## src/design/bcs_pkg.sv

```systemverilog
// bcs_pkg: shared types and constants for the bucket counting sorter.
// No dependencies; imported by every module of the block.
package bcs_pkg;

  localparam int KEY_W   = 4;
  localparam int CNT_W   = 16;
  localparam int TDATA_W = 8;
  localparam int MDATA_W = 24;

  // item kind, carried on s_axis_tuser
  localparam logic MODE_INSERT = 1'b0;
  localparam logic MODE_POP    = 1'b1;

  typedef enum logic [1:0] {
    ST_OK    = 2'd0,
    ST_EMPTY = 2'd1,
    ST_FULL  = 2'd2
  } status_t;

  typedef enum logic {
    S_IDLE,
    S_EXEC
  } state_t;

  // controller -> datapath
  typedef struct packed {
    logic capture;  // latch item, start count read
    logic execute;  // update count, load result register
  } cmd_t;

  // datapath -> controller
  typedef struct packed {
    logic out_busy;  // result register full and not taken this cycle
  } dp_status_t;

endpackage

```

## src/design/bucket_counting_sorter_core.sv

```systemverilog
// Bucket counting sorter: one count per key, insert adds, pop takes the smallest held key.
// Every input beat gives exactly one result beat, in order. Each item is handled in order:
// first the bucket is picked (key, or lowest set bit of the nonempty map) and its count
// read from the single-port count memory into a register; then the updated count is
// written back and the result register loaded. A full result register holds the write-back
// until the result is taken, and a new beat is taken only once the item is done. Reset
// clears the nonempty map at once, so no clearing pass is needed. Depends on bcs_pkg, bcs_ctrl and bcs_datapath.
module bucket_counting_sorter_core
  import bcs_pkg::*;
#(
  parameter int NUM_BUCKETS = 16,
  parameter int COUNT_BITS  = 16
) (
  input  logic               clk,
  input  logic               rst,
  input  logic               s_axis_tvalid,
  output logic               s_axis_tready,
  input  logic [TDATA_W-1:0] s_axis_tdata,   // [3:0] key_in, rest zero
  input  logic               s_axis_tuser,   // [0] mode
  output logic               m_axis_tvalid,
  input  logic               m_axis_tready,
  output logic [MDATA_W-1:0] m_axis_tdata,   // [3:0] key_out, [19:4] bucket_count, rest zero
  output logic [1:0]         m_axis_tuser    // [1:0] status
);

  cmd_t             cmd;
  dp_status_t       dp_status;
  logic [KEY_W-1:0] key_out;
  status_t          status;
  logic [CNT_W-1:0] bucket_count;

  bcs_ctrl u_ctrl (
    .clk       (clk),
    .rst       (rst),
    .in_valid  (s_axis_tvalid),
    .in_ready  (s_axis_tready),
    .dp_status (dp_status),
    .cmd       (cmd)
  );

  bcs_datapath #(
    .NUM_BUCKETS (NUM_BUCKETS),
    .COUNT_BITS  (COUNT_BITS)
  ) u_datapath (
    .clk          (clk),
    .rst          (rst),
    .cmd          (cmd),
    .mode         (s_axis_tuser),
    .key_in       (s_axis_tdata[KEY_W-1:0]),
    .out_ready    (m_axis_tready),
    .dp_status    (dp_status),
    .out_valid    (m_axis_tvalid),
    .key_out      (key_out),
    .status       (status),
    .bucket_count (bucket_count)
  );

  assign m_axis_tdata = {{(MDATA_W-KEY_W-CNT_W){1'b0}}, bucket_count, key_out};
  assign m_axis_tuser = status;

endmodule

```

## src/design/bcs_ctrl.sv

```systemverilog
// bcs_ctrl: two-state controller for the bucket counting sorter.
// Depends on bcs_pkg; drives bcs_datapath through cmd_t.
module bcs_ctrl
  import bcs_pkg::*;
(
  input  logic       clk,
  input  logic       rst,
  input  logic       in_valid,
  output logic       in_ready,
  input  dp_status_t dp_status,
  output cmd_t       cmd
);

  state_t state;
  state_t state_next;

  always_ff @(posedge clk) begin
    if (rst) begin
      state <= S_IDLE;
    end else begin
      state <= state_next;
    end
  end

  always_comb begin
    state_next = state;
    case (state)
      S_IDLE: begin
        if (in_valid) state_next = S_EXEC;
      end
      S_EXEC: begin
        if (!dp_status.out_busy) state_next = S_IDLE;
      end
      default: state_next = S_IDLE;
    endcase
  end

  always_comb begin
    in_ready    = 1'b0;
    cmd.capture = 1'b0;
    cmd.execute = 1'b0;
    case (state)
      S_IDLE: begin
        // no beat taken while in reset
        in_ready    = !rst;
        cmd.capture = in_valid && !rst;
      end
      S_EXEC: begin
        // hold the update until the result register can take it
        cmd.execute = !dp_status.out_busy;
      end
      default: begin
        in_ready = 1'b0;
      end
    endcase
  end

endmodule

```

## src/design/bcs_datapath.sv

```systemverilog
// bcs_datapath: count memory, nonempty map with lowest-key encoder, result register.
// Depends on bcs_pkg; sequenced by bcs_ctrl.
module bcs_datapath
  import bcs_pkg::*;
#(
  parameter int NUM_BUCKETS = 16,
  parameter int COUNT_BITS  = 16
) (
  input  logic             clk,
  input  logic             rst,
  input  cmd_t             cmd,
  input  logic             mode,
  input  logic [KEY_W-1:0] key_in,
  input  logic             out_ready,
  output dp_status_t       dp_status,
  output logic             out_valid,
  output logic [KEY_W-1:0] key_out,
  output status_t          status,
  output logic [CNT_W-1:0] bucket_count
);

  localparam int IDX_W = $clog2(NUM_BUCKETS);

  logic [COUNT_BITS-1:0] mem [NUM_BUCKETS];
  logic [NUM_BUCKETS-1:0] nonempty;

  logic                  item_mode;
  logic [KEY_W-1:0]      item_key;
  logic                  hit;
  logic [IDX_W-1:0]      addr;
  logic [COUNT_BITS-1:0] rd_count;

  // lowest nonempty bucket
  logic [NUM_BUCKETS-1:0] lowest;
  logic [IDX_W-1:0]       low_idx;
  logic                   any_held;

  always_comb begin
    lowest   = nonempty & (~nonempty + NUM_BUCKETS'(1));
    any_held = |nonempty;
    low_idx  = '0;
    for (int i = 0; i < NUM_BUCKETS; i++) begin
      if (lowest[i]) low_idx = low_idx | IDX_W'(i);
    end
  end

  logic [KEY_W+IDX_W-1:0] key_wide;
  logic                   key_in_range;
  logic [IDX_W-1:0]       addr_sel;
  logic                   hit_sel;

  always_comb begin
    key_wide     = {{IDX_W{1'b0}}, key_in};
    key_in_range = 32'(key_in) < 32'(NUM_BUCKETS);
    if (mode == MODE_POP) begin
      addr_sel = low_idx;
      hit_sel  = any_held;
    end else begin
      addr_sel = key_wide[IDX_W-1:0];
      hit_sel  = key_in_range;
    end
  end

  always_ff @(posedge clk) begin
    if (cmd.capture) begin
      item_mode <= mode;
      item_key  <= key_in;
      hit       <= hit_sel;
      addr      <= addr_sel;
      rd_count  <= mem[addr_sel];
    end
  end

  // entries with a clear nonempty bit hold stale data and read as zero
  logic [COUNT_BITS-1:0]  cur;
  logic [COUNT_BITS-1:0]  new_count;
  logic                   wr_en;
  logic [KEY_W+IDX_W-1:0] addr_wide;
  logic [CNT_W+32-1:0]    cnt_wide;
  logic [KEY_W-1:0]       res_key;
  status_t                res_status;
  logic [COUNT_BITS-1:0]  res_count;

  always_comb begin
    cur        = nonempty[addr] ? rd_count : '0;
    new_count  = cur;
    wr_en      = 1'b0;
    addr_wide  = {{KEY_W{1'b0}}, addr};
    res_key    = addr_wide[KEY_W-1:0];
    res_status = ST_OK;
    res_count  = '0;
    if (item_mode == MODE_INSERT) begin
      // insert echoes the key as given, even when it is beyond the buckets
      res_key = item_key;
      if (!hit) begin
        res_status = ST_FULL;
      end else if (cur == {COUNT_BITS{1'b1}}) begin
        res_status = ST_FULL;
        res_count  = cur;
      end else begin
        new_count = cur + COUNT_BITS'(1);
        wr_en     = 1'b1;
        res_count = new_count;
      end
    end else begin
      if (!hit) begin
        res_key    = '0;
        res_status = ST_EMPTY;
      end else begin
        new_count = cur - COUNT_BITS'(1);
        wr_en     = 1'b1;
        res_count = new_count;
      end
    end
    cnt_wide = {{(CNT_W+32-COUNT_BITS){1'b0}}, res_count};
  end

  always_ff @(posedge clk) begin
    if (cmd.execute && wr_en) begin
      mem[addr] <= new_count;
    end
  end

  always_ff @(posedge clk) begin
    if (rst) begin
      nonempty <= '0;
    end else if (cmd.execute && wr_en) begin
      nonempty[addr] <= (new_count != '0);
    end
  end

  // result register
  always_ff @(posedge clk) begin
    if (rst) begin
      out_valid <= 1'b0;
    end else if (cmd.execute) begin
      out_valid <= 1'b1;
    end else if (out_ready) begin
      out_valid <= 1'b0;
    end
  end

  always_ff @(posedge clk) begin
    if (cmd.execute) begin
      key_out      <= res_key;
      status       <= res_status;
      bucket_count <= cnt_wide[CNT_W-1:0];
    end
  end

  assign dp_status.out_busy = out_valid && !out_ready;

endmodule

```

## config.mk

```make
export PLATFORM = sky130hd
export DESIGN_NAME = bucket_counting_sorter_core
export DESIGN_NICKNAME = d
export VERILOG_FILES = /design/src/design/bcs_pkg.sv /design/src/design/bucket_counting_sorter_core.sv /design/src/design/bcs_ctrl.sv /design/src/design/bcs_datapath.sv
export SDC_FILE = /design/constraint.sdc
export NUM_CORES = 1
export LEC_CHECK = 0
export ABC_AREA = 1
export BUFFER_PORTS_ARGS = -buffer_cell sky130_fd_sc_hd__buf_4
export CORE_ASPECT_RATIO = 0.6
export CORE_MARGIN = 5
export CORE_UTILIZATION = 56
export CTS_CLUSTER_DIAMETER = 80
export CTS_CLUSTER_SIZE = 12
export DETAILED_ROUTE_END_ITERATION = 12
export GPL_ROUTABILITY_DRIVEN = 0
export PLACE_DENSITY = 0.72
export SLEW_MARGIN = 10
export SYNTH_ARGS = -nofsm -noshare
export SYNTH_HDL_FRONTEND = slang
export SYNTH_SLANG_ARGS = --single-unit
export TNS_END_PERCENT = 100
```

## constraint.sdc

```tcl
create_clock -name clk -period 4.9 [get_ports clk]
set_input_delay 0.735 -clock clk [delete_from_list [all_inputs] [get_ports clk]]
set_output_delay 0.735 -clock clk [all_outputs]
set_load 0.03 [all_outputs]
```

Word-level counts from Yosys, hierarchy flattened
Memory sizes are Yosys's and may differ from the RTL's. A register that Yosys moved wholly into a read port is not among the register bits.
Index checks and enable logic that the tools add are counted.
W data, S select, Z words.
Operators by class
  add/sub/neg operators: 3
  $lt $le $gt $ge: 2
  equal/unequal tests: 1
  multiplexer cells: 49
  bitwise operators: 3
  reductions and logical operators: 10
Operator list (count)
  $mux W16: 8
  $mux W4: 11
  $add A16 B1 Y16 const B: 2
  $mux W1: 17
  $and A16 B16 Y16: 1
  $bwmux W16: 1
  $eq A16 B16 Y1 const B: 1
  $not A16 Y16: 1
  $reduce_bool A16 Y1: 1
  $reduce_or A16 Y1: 1
  $sub A16 B1 Y16 const B: 1
  $mux W3: 4
  $mux W2: 5
  $lt A4 B5 Y1 const B: 1
  $bmux W1 S4: 1
  $demux W1 S4: 1
  $ge A4 B1 Y1 const B: 1
  $logic_and A1 B1 Y1: 4
  $logic_not A1 Y1: 3
  $pmux W1 S2: 1
  $reduce_bool A2 Y1: 1
  $not A1 Y1: 1
Storage, ports and cells
  bits in registers: 50
  bits in writable memories: 256
  input bits: 13
  output and inout bits: 28
  logic and storage cells: 79
  memories kept: 1
Memory list
  u_datapath.mem: words 16, width 16, read ports 1, clocked after memory_dff 1, write ports 1, RTL line bcs_datapath.sv:24  | logic [COUNT_BITS-1:0] mem [NUM_BUCKETS];

Longest topological paths before layout
Gate-level depths: netlist of run 1.
  word-level depth: 19
  gate-level depth with buffers: 30
  depth with buffers taken out: 27

By module
Synthesis of run 1 repeated with hierarchy kept, for this count alone.
Unflattened totals
  cells, all modules: 1342
  area total of the unflattened synthesis: 14547.7 µm²
Modules (own cells, without submodules)
  bcs_datapath: instances 1, cells each 1326, area each 14453.9 µm², sequential area each 9469.1 µm²
  bcs_ctrl: instances 1, cells each 11, area each 60.1 µm², sequential area each 20.0 µm²
  bucket_counting_sorter_core: instances 1, cells each 5, area each 33.8 µm², sequential area each 0.0 µm²

Worst setup path after synthesis of run 1
OpenSTA, ideal clock, no wires.
  path type: reg-to-reg
  start point: register u_datapath.addr[0]
  end point: memory u_datapath.mem[8][0], enable pin
  library setup time: 393 ps
  arrival time: 3078 ps
  required time: 4507 ps
  setup slack: 1430 ps
  stages on the path, launching flop included: 25
  buffers on the path: 2
  clock period less this slack: 3470 ps
  cells stage by stage: edfxtp_1 > buf_4 > nand2_1 > nand2_1 > nand2_1 > nand2_1 > nand2_1 > nand2_4 > inv_4 > nand2_8 > buf_8 > nand2_4 > inv_1 > ha_1 > nand2_1 > nor2_2 > nand2_4 > nor2_4 > nand2_2 > nor2_2 > nand2_1 > nand2_1 > nor3_1 > inv_1 > nor2_1
On the way
  cells in the longest elaborated chain, start to end: 10
RTL lines
  start, declared: RTL line bcs_datapath.sv:30  | logic [IDX_W-1:0] addr;
  start signal, assigned: RTL line bcs_datapath.sv:69  | addr <= addr_sel;
  $bmux W1 S4: RTL line bcs_datapath.sv:85  | cur = nonempty[addr] ? rd_count : '0;
  $mux W1 (not written as such): RTL line bcs_datapath.sv:85
  $mux W16: RTL line bcs_datapath.sv:85
  $eq A16 B16 Y1: RTL line bcs_datapath.sv:97  | end else if (cur == {COUNT_BITS{1'b1}}) begin
  $mux W1: RTL line bcs_datapath.sv:97
  $mux W1: RTL line bcs_datapath.sv:95  | if (!hit) begin
  $mux W1: RTL line bcs_datapath.sv:92  | if (item_mode == MODE_INSERT) begin
  $logic_and A1 B1 Y1: RTL line bcs_datapath.sv:119  | if (cmd.execute && wr_en) begin
  $mux W1: RTL line bcs_datapath.sv:119
  $mux W1 (not written as such): RTL line bcs_datapath.sv:120  | mem[addr] <= new_count;
  end, declared: RTL line bcs_datapath.sv:24
Several ways; a longest one is shown, not always the timed one. The select of a mux whose other input is x is not followed.

Worst setup path after layout of run 1
  start point: register u_datapath.addr[0]
  end point: memory u_datapath.mem[1][6], enable pin
Same word-level chain as after synthesis.

==> results of run 1 <==
-- per-layer routing --
metal	GRT usage, %	wire length, um	share of wire (%)	up-vias
met4	4.78	613	1.7	0
met5	0	0	0	-
met3	5.12	3330	9.3	51
met1	38.1	16500	46	5050
met2	34.0	15300	43	427
li1	-	-	-	4817
-- cells in the final DEF (no fill, tap or decap), types with 5 or more instances in the layout --
cell,instances
buf_4,76
o211ai_1,128
clkbuf_1,11
nand2_1,184
clkbuf_16,31
nor2_1,121
nor3_1,11
dfxtp_1,18
o41ai_1,6
or2_2,65
nand4_1,20
nand3_1,75
inv_1,105
o21ai_0,80
a21oi_1,17
o21ba_2,7
edfxtp_1,304
nor2_2,34
nand2_4,5
nand3_2,14
nand2_2,20
o21ai_1,11
-- worst min path at each step --
stage | start | to | slack, ns | cells after the start
final | s_axis_tdata[3] | u_datapath.item_key[3]$_DFFE_PP_ | 0.36 | 1
after global placement | u_datapath.item_key[2]$_DFFE_PP_ | u_datapath.key_out[2]$_DFFE_PP_ | 0.51 | 2
after CTS | s_axis_tdata[3] | u_datapath.item_key[3]$_DFFE_PP_ | 0.34 | 1
after detailed placement | u_datapath.item_key[2]$_DFFE_PP_ | u_datapath.key_out[2]$_DFFE_PP_ | 0.52 | 2
after global routing | s_axis_tdata[3] | u_datapath.item_key[3]$_DFFE_PP_ | 0.35 | 1
after floorplan | u_ctrl.state$_SDFF_PP0_ | u_datapath.out_valid$_SDFFE_PP0P_ | 0.49 | 2
-- cells by family after synthesis --
| family | synth area share (%) |
|---|---|
| other cells | 0.0253 |
| xor+xnor | 0.118 |
| buf+inv | 5.56 |
| simple gates | 18.3 |
| fa+ha+maj | 0.253 |
| compound gates | 11.7 |
| flops | 64.0 |
-- metrics by stage --
stage	power, mW	area, um2	setup WS [ns]
floorplan	3.50	14800	1.43
global placement	3.67	15600	0.635
detailed placement	3.68	15600	0.568
CTS	5.75	16400	0.553
global route	5.92	16400	0.0921
finish	5.72	16400	0.438
-- power breakdown --
part	internal, mW	switching [mW]	leakage (nW)	total, mW
clock	1.15	0.942	0.402	2.09
sequential	3.06	0.0348	2.93	3.10
combinational	0.155	0.374	2.58	0.529
total	4.37	1.35	5.91	5.72
-- area by class of cell --
class / instances / area [um2] / area share [%]
sequential: 322 / 9490 / 57.9
multi-input combinational: 829 / 4600 / 28.1
antenna: 1 / 2.50 / 0.0153
timing repair buffer: 77 / 591 / 3.60
tap: 360 / 450 / 2.75
inverter: 114 / 435 / 2.65
clock buffer: 43 / 831 / 5.07
-- synthesized netlist by cell type, types with 2 or more instances --
master    number
nand2_4        5
xor2_1         2
buf_6          4
nor2_1       138
nand4_1       20
ha_1           3
nor2_2        17
nand2_1      184
nand3_2       14
o21ai_1       12
edfxtp_1     304
inv_4          2
o21ai_0       81
nand3_1       75
clkinv_1       2
inv_1        106
clkbuf_1      48
buf_2         16
buf_4          7
buf_8          2
or2_2         65
dfxtp_1       18
nor2_4         3
o211ai_1     128
inv_2          4
o21ba_2        7
o41ai_1        6
nand2_2       20
o22ai_1        2
a21oi_1       17
o21ai_2        2
nor3_1        12
-- sequential cells by signal, summed over array words and instances (netlist names), 2 cells and up --
signal	flops
u_datapath.nonempty	16
u_datapath.addr	4
u_datapath.status	2
u_datapath.mem	256
u_datapath.bucket_count	16
u_datapath.rd_count	16
u_datapath.key_out	4
u_datapath.item_key	4
-- worst register-to-register path, stage by stage (launching register included) --
cell	delay (ns)
edfxtp_1	0.57
inv_1	0.27
nand2_1	0.11
nand2_1	0.06
nand2_1	0.05
nand2_1	0.07
nand2_1	0.10
nand2_4	0.08
inv_4	0.08
nand2_8	0.17
nand2_4	0.18
inv_1	0.12
ha_1	0.28
nand2_1	0.12
nor2_2	0.07
nand2_4	0.12
nor2_4	0.07
nand2_2	0.07
nor2_2	0.04
nand2_1	0.08
nand2_1	0.14
nor3_1	0.19
inv_1	0.14
nor2_2	0.61
buf_4	0.36
==> qor.txt, run 1 <==
Outcome: finished clean
Worst path cell trace: inv_1, nand2_1, nand2_1, nand2_1, nand2_1, nand2_1, nand2_4, inv_4, nand2_8, nand2_4, inv_1, ha_1, nand2_1, nor2_2, nand2_4, nor2_4, nand2_2, nor2_2, nand2_1, nand2_1, nor3_1, inv_1, nor2_2, buf_4
Total GRT Usage: 23.9%
Worst Path Arrival: 4.72 ns
Capturing point of the worst reg2reg path: u_datapath.mem[1][6]$_DFFE_PP_
Utilization after layout: 62.5%
Slowest CP cell: nor2_2
Remaining DRCs: 0
DR pass1 iterations: 5
Core Box Area: 0.0262 mm2
Worst slew pin tran: 1.18 ns
Static Leakage: 5.91 nW
Number of flops mapped to enable cells by yosys: 304
Chip height: 136 um
Die ar.: 0.0299 mm2
Synth warn: 0
Asr flop ratio synth: 0%
Clock transition time at the flip-flop clock pins of the worst setup and hold paths: 0.06 ns
Port bufs: 32
Hold-fix buffers, CTS: 0
Sequential cell area fraction in the yosys report: 64.0%
H-tree depth: 1
CP Capture Point: u_datapath.mem[1][6]$_DFFE_PP_
Period utilization: 91.1%
Yosys top cell area share: 61.6%
Synth Instances: 1340
Fill cell count: 2098
CP top delay family: simple AND/OR/NAND/NOR gates
Synthesis-to-finish area growth: 10.7%
Mapped Area: 0.0148 mm2
Worst setup SP type: flip-flop
Post CTS Setup Buffer Count: 0
Area leader, netlist: edfxtp_1
Die width: 220 um
Max-slew violations: 0
Reg2reg setup slack: 0.44 ns
Layout cells sized above 1: 19.9%
Crit. End Element: flip-flop
# setup viols final: 0
Critical path fanouts, max: 36
Routed wire length: 35800 um
Hold Fails Final Rpt: 0
Post-synth cell types: 46
Final setup skew: 0.0100 ns
Most used cell, CP: nand2_1
Power per cell area: 349 mW/mm2
Syn_area_per_cell: 11.1 um2
Num rows: 46
Seq cells post-synth: 322
Initial DRC Count: 1142
Max Fclk: 224 MHz
Cells after DPL: 1702
Vias in the first global route: 9632
WHS: 0.361 ns
# nets final: 1390
Clock tree buffer depth: 3
Max Cap Violations: 0
Synth area leaders: edfxtp_1 62%, o211ai_1 6.5%, nand2_1 4.7%
First-pass GRT wire length: 55400 um
Starting density of the core: 56.5%
Hold Crit Class: input pin to flip-flop
RSZ-0062 raised after global routing: no
Clk sinks: 322
Worst R2R Start: u_datapath.addr[0]$_DFFE_PP_
IO Pins: 41
Crit path required time: 5.16 ns
Reg2reg path depth: 24
Final min period: 4.46 ns
Cts bufs inserted: 30
Top_reg_cell synth: edfxtp_1
Antenna viol nets, final: 0
Root Driver: clkbuf_16
Fin cells: 1746
Via count: 10300
Critical path buffer and inverter count: 5
DP HPWL: 22600 um
Initial antenna violation count: 1
Post-cts resize count: 0
Vias per cell: 5.92
Clk_lat worst skew: 0.57 ns
Slowest stage delay, CP: 0.61 ns
Slew HR: 21.1%
TNS Setup: 0 ns
Grt total ovfl: 0
Maximum number of pins on one net before global-route repair: 112
Worst setup path start: u_datapath.addr[0]$_DFFE_PP_
Crit path depth: 24
Maximum vdd drop: 0.253 mV
WL/cell: 20.5 um
WS Path Type: flip-flop to flip-flop
CTS tree: done
Note: power is estimated with default switching activity, not from simulation.
==> inputs of run 2 (changes only) <==
--- a/config.mk
+++ b/config.mk
@@ -8,7 +8,6 @@
 export ABC_AREA = 1
 export BUFFER_PORTS_ARGS = -buffer_cell sky130_fd_sc_hd__buf_4
 export CORE_ASPECT_RATIO = 0.6
-export CORE_MARGIN = 5
 export CORE_UTILIZATION = 56
 export CTS_CLUSTER_DIAMETER = 80
 export CTS_CLUSTER_SIZE = 12
==> run 2 against run 1 <==
  * Combinational power rose by 0.9%
  * First-iteration DRC count grew 23%
  * Count of clock-buffer cells in the layout did not move
  * Critical path depth shrank 2
  * Via count grew 0.77%
  * Critical path type unchanged
  * Critical endpoint is now u_datapath.mem[11][5]$_DFFE_PP_
==> qor.txt, run 2 (synthesized netlist as in run 1, its figures left out) <==
Total GRT Usage: 27.4% (was 23.9%)
DR pass1 iterations: 7 (was 5)
Clock transition time at the flip-flop clock pins of the worst setup and hold paths: 0.07 ns (was 0.06 ns)
Vias per cell: 6.00 (was 5.92)
Fill cell count: 1937 (was 2098)
Most frequent cells in the layout: 304 x edfxtp_1, 184 x nand2_1, 128 x o211ai_1 (unchanged)
WL/cell: 21.1 um (was 20.5 um)
Final min period: 4.26 ns (was 4.46 ns)
TNS Setup: 0 ns (unchanged)
Hold-fix buffers, CTS: 0 (unchanged)
Die width: 212 um (was 220 um)
Hold Crit Class: input pin to flip-flop (unchanged)
DP HPWL: 22600 um (about the same)
Power per cell area: 348 mW/mm2 (was 349 mW/mm2)
Final setup skew: 0.0162 ns (was 0.0100 ns)
Worst slew pin tran: 1.16 ns (was 1.18 ns)
Diode count: 0 (was 1)
Cts bufs inserted: 30 (unchanged)
Core Box Area: 0.0256 mm2 (was 0.0262 mm2)
Initial DRC Count: 1408 (was 1142)
Outcome: finished clean (unchanged)
Hold Fails Final Rpt: 0 (unchanged)
# setup viols final: 0 (unchanged)
Worst setup SP type: flip-flop (unchanged)
Critical path fanouts, max: 36 (unchanged)
Slew HR: 22.3% (was 21.1%)
Clk sinks: 322 (unchanged)
WS Path Type: flip-flop to flip-flop (unchanged)
Root Driver: clkbuf_16 (unchanged)
Final worst setup slack: 0.640 ns (was 0.438 ns)
Worst Path Arrival: 4.52 ns (was 4.72 ns)
Synthesis-to-finish area growth: 10.7% (about the same)
Sequential share of power: 54.2% (was 54.1%)
Grt total ovfl: 0 (unchanged)
RSZ-0062 raised after global routing: no (unchanged)
Max Cap Violations: 0 (unchanged)
Utilization after layout: 64.0% (was 62.5%)
Clk_lat worst skew: 0.56 ns (was 0.57 ns)
Num rows: 45 (was 46)
Maximum vdd drop: 0.270 mV (was 0.253 mV)
Max reg flops: 256 (unchanged)
Commonest non-fill, non-tap cell in the layout: edfxtp_1 (unchanged)
First-pass GRT wire length: 55100 um (was 55400 um)
Post CTS Setup Buffer Count: 0 (unchanged)
Largest register by flop count: u_datapath.mem (unchanged)
Initial antenna violation count: 0 (was 1)
Die ar.: 0.0271 mm2 (was 0.0299 mm2)
Clk network pwr share: 36.5% (was 36.6%)
Layout cells sized above 1: 19.9% (unchanged)
Sw Share: 23.5% (was 23.6%)
Post-cts resize count: 0 (unchanged)
CTS tree: done (unchanged)
Via count: 10400 (was 10300)
Pre-CTS setup slack: 0.748 ns (was 0.568 ns)
Static Leakage: 5.92 nW (was 5.91 nW)
P_sw: 1.34 mW (was 1.35 mW)
Maximum number of pins on one net before global-route repair: 129 (was 112)
Crit path required time: 5.16 ns (about the same)
Period utilization: 86.9% (was 91.1%)
# nets final: 1390 (unchanged)
Cell Int Power: 4.37 mW (about the same)
Vias in the first global route: 9429 (was 9632)
Combinational power share: 9.4% (was 9.3%)
Remaining DRCs: 0 (unchanged)
IO Pins: 41 (unchanged)
Port bufs: 32 (unchanged)
Chip height: 128 um (was 136 um)
Max-slew violations: 0 (unchanged)
Starting density of the core: 57.9% (was 56.5%)
H-tree depth: 1 (unchanged)
Crit. End Element: flip-flop (unchanged)
Routed wire length: 36600 um (was 35800 um)
Clock tree buffer depth: 3 (unchanged)
Antenna viol nets, final: 0 (unchanged)
Max Fclk: 235 MHz (was 224 MHz)
[run 2: power groups by stage]
stage	clock network [mW]	logic, mW	registers, mW
after detailed placement	0	0.530	3.15
after CTS	2.11	0.532	3.09
final	2.08	0.534	3.09
after floorplan	0	0.338	3.16
after global placement	0	0.518	3.15
after global routing	2.20	0.577	3.10
[run 2: per-layer routing]
metal | share of wire (%) | GRT usage [%] | routed length (um) | vias to the layer above
li1 | - | - | - | 4808
met2 | 42 | 38.6 | 15300 | 553
met1 | 45 | 42.4 | 16500 | 5001
met3 | 11 | 6.66 | 4000 | 63
met5 | 0 | 0 | 0 | -
met4 | 2.1 | 6.56 | 753 | 0
[run 2: worst max-delay path: stages (launching register included)]
cell	delay, ns
edfxtp_1	0.48
inv_1	0.19
nand2_1	0.10
nand2_1	0.09
nand2_1	0.11
nand2_4	0.07
inv_4	0.07
nand2_8	0.17
nand2_4	0.16
inv_1	0.12
ha_1	0.29
nand2_1	0.13
nor2_2	0.07
nand2_4	0.11
nor2_4	0.07
nand2_2	0.08
nor2_2	0.05
nand2_1	0.08
nand2_1	0.14
nor3_1	0.17
inv_1	0.14
nor2_2	0.82
buf_12	0.23
[run 2: cell type report]
type	count	area, um2	share of cell area (%)
Multi-Input combinational cell	829	4590	28.0
Sequential cell	322	9490	57.8
Timing Repair Buffer	77	616	3.75
Tap cell	352	440	2.68
Clock buffer	43	831	5.06
Inverter	114	435	2.65
[run 2: path summary, 6_finish.rpt]
path / slack (ns) / endpoint / startpoint / cells after the start
max: 0.64 / u_datapath.mem[11][5]$_DFFE_PP_ / u_datapath.addr[1]$_DFFE_PP_ / 22
min: 0.38 / u_datapath.item_key[2]$_DFFE_PP_ / s_axis_tdata[2] / 1
max reg2reg: 0.64 / u_datapath.mem[11][5]$_DFFE_PP_ / u_datapath.addr[1]$_DFFE_PP_ / 22
min reg2reg: 0.54 / u_datapath.out_valid$_SDFFE_PP0P_ / u_ctrl.state$_SDFF_PP0_ / 2
[run 2: through the flow]
step	hold slack (ns)	area [um2]	power, mW	std cells
finish	0.377	16400	5.71	1737
global route	0.360	16400	5.87	1737
CTS	0.353	16400	5.73	1737
detailed placement	0.515	15600	3.68	1694
global placement	0.513	15600	3.67	1694
floorplan	0.488	14800	3.50	1343
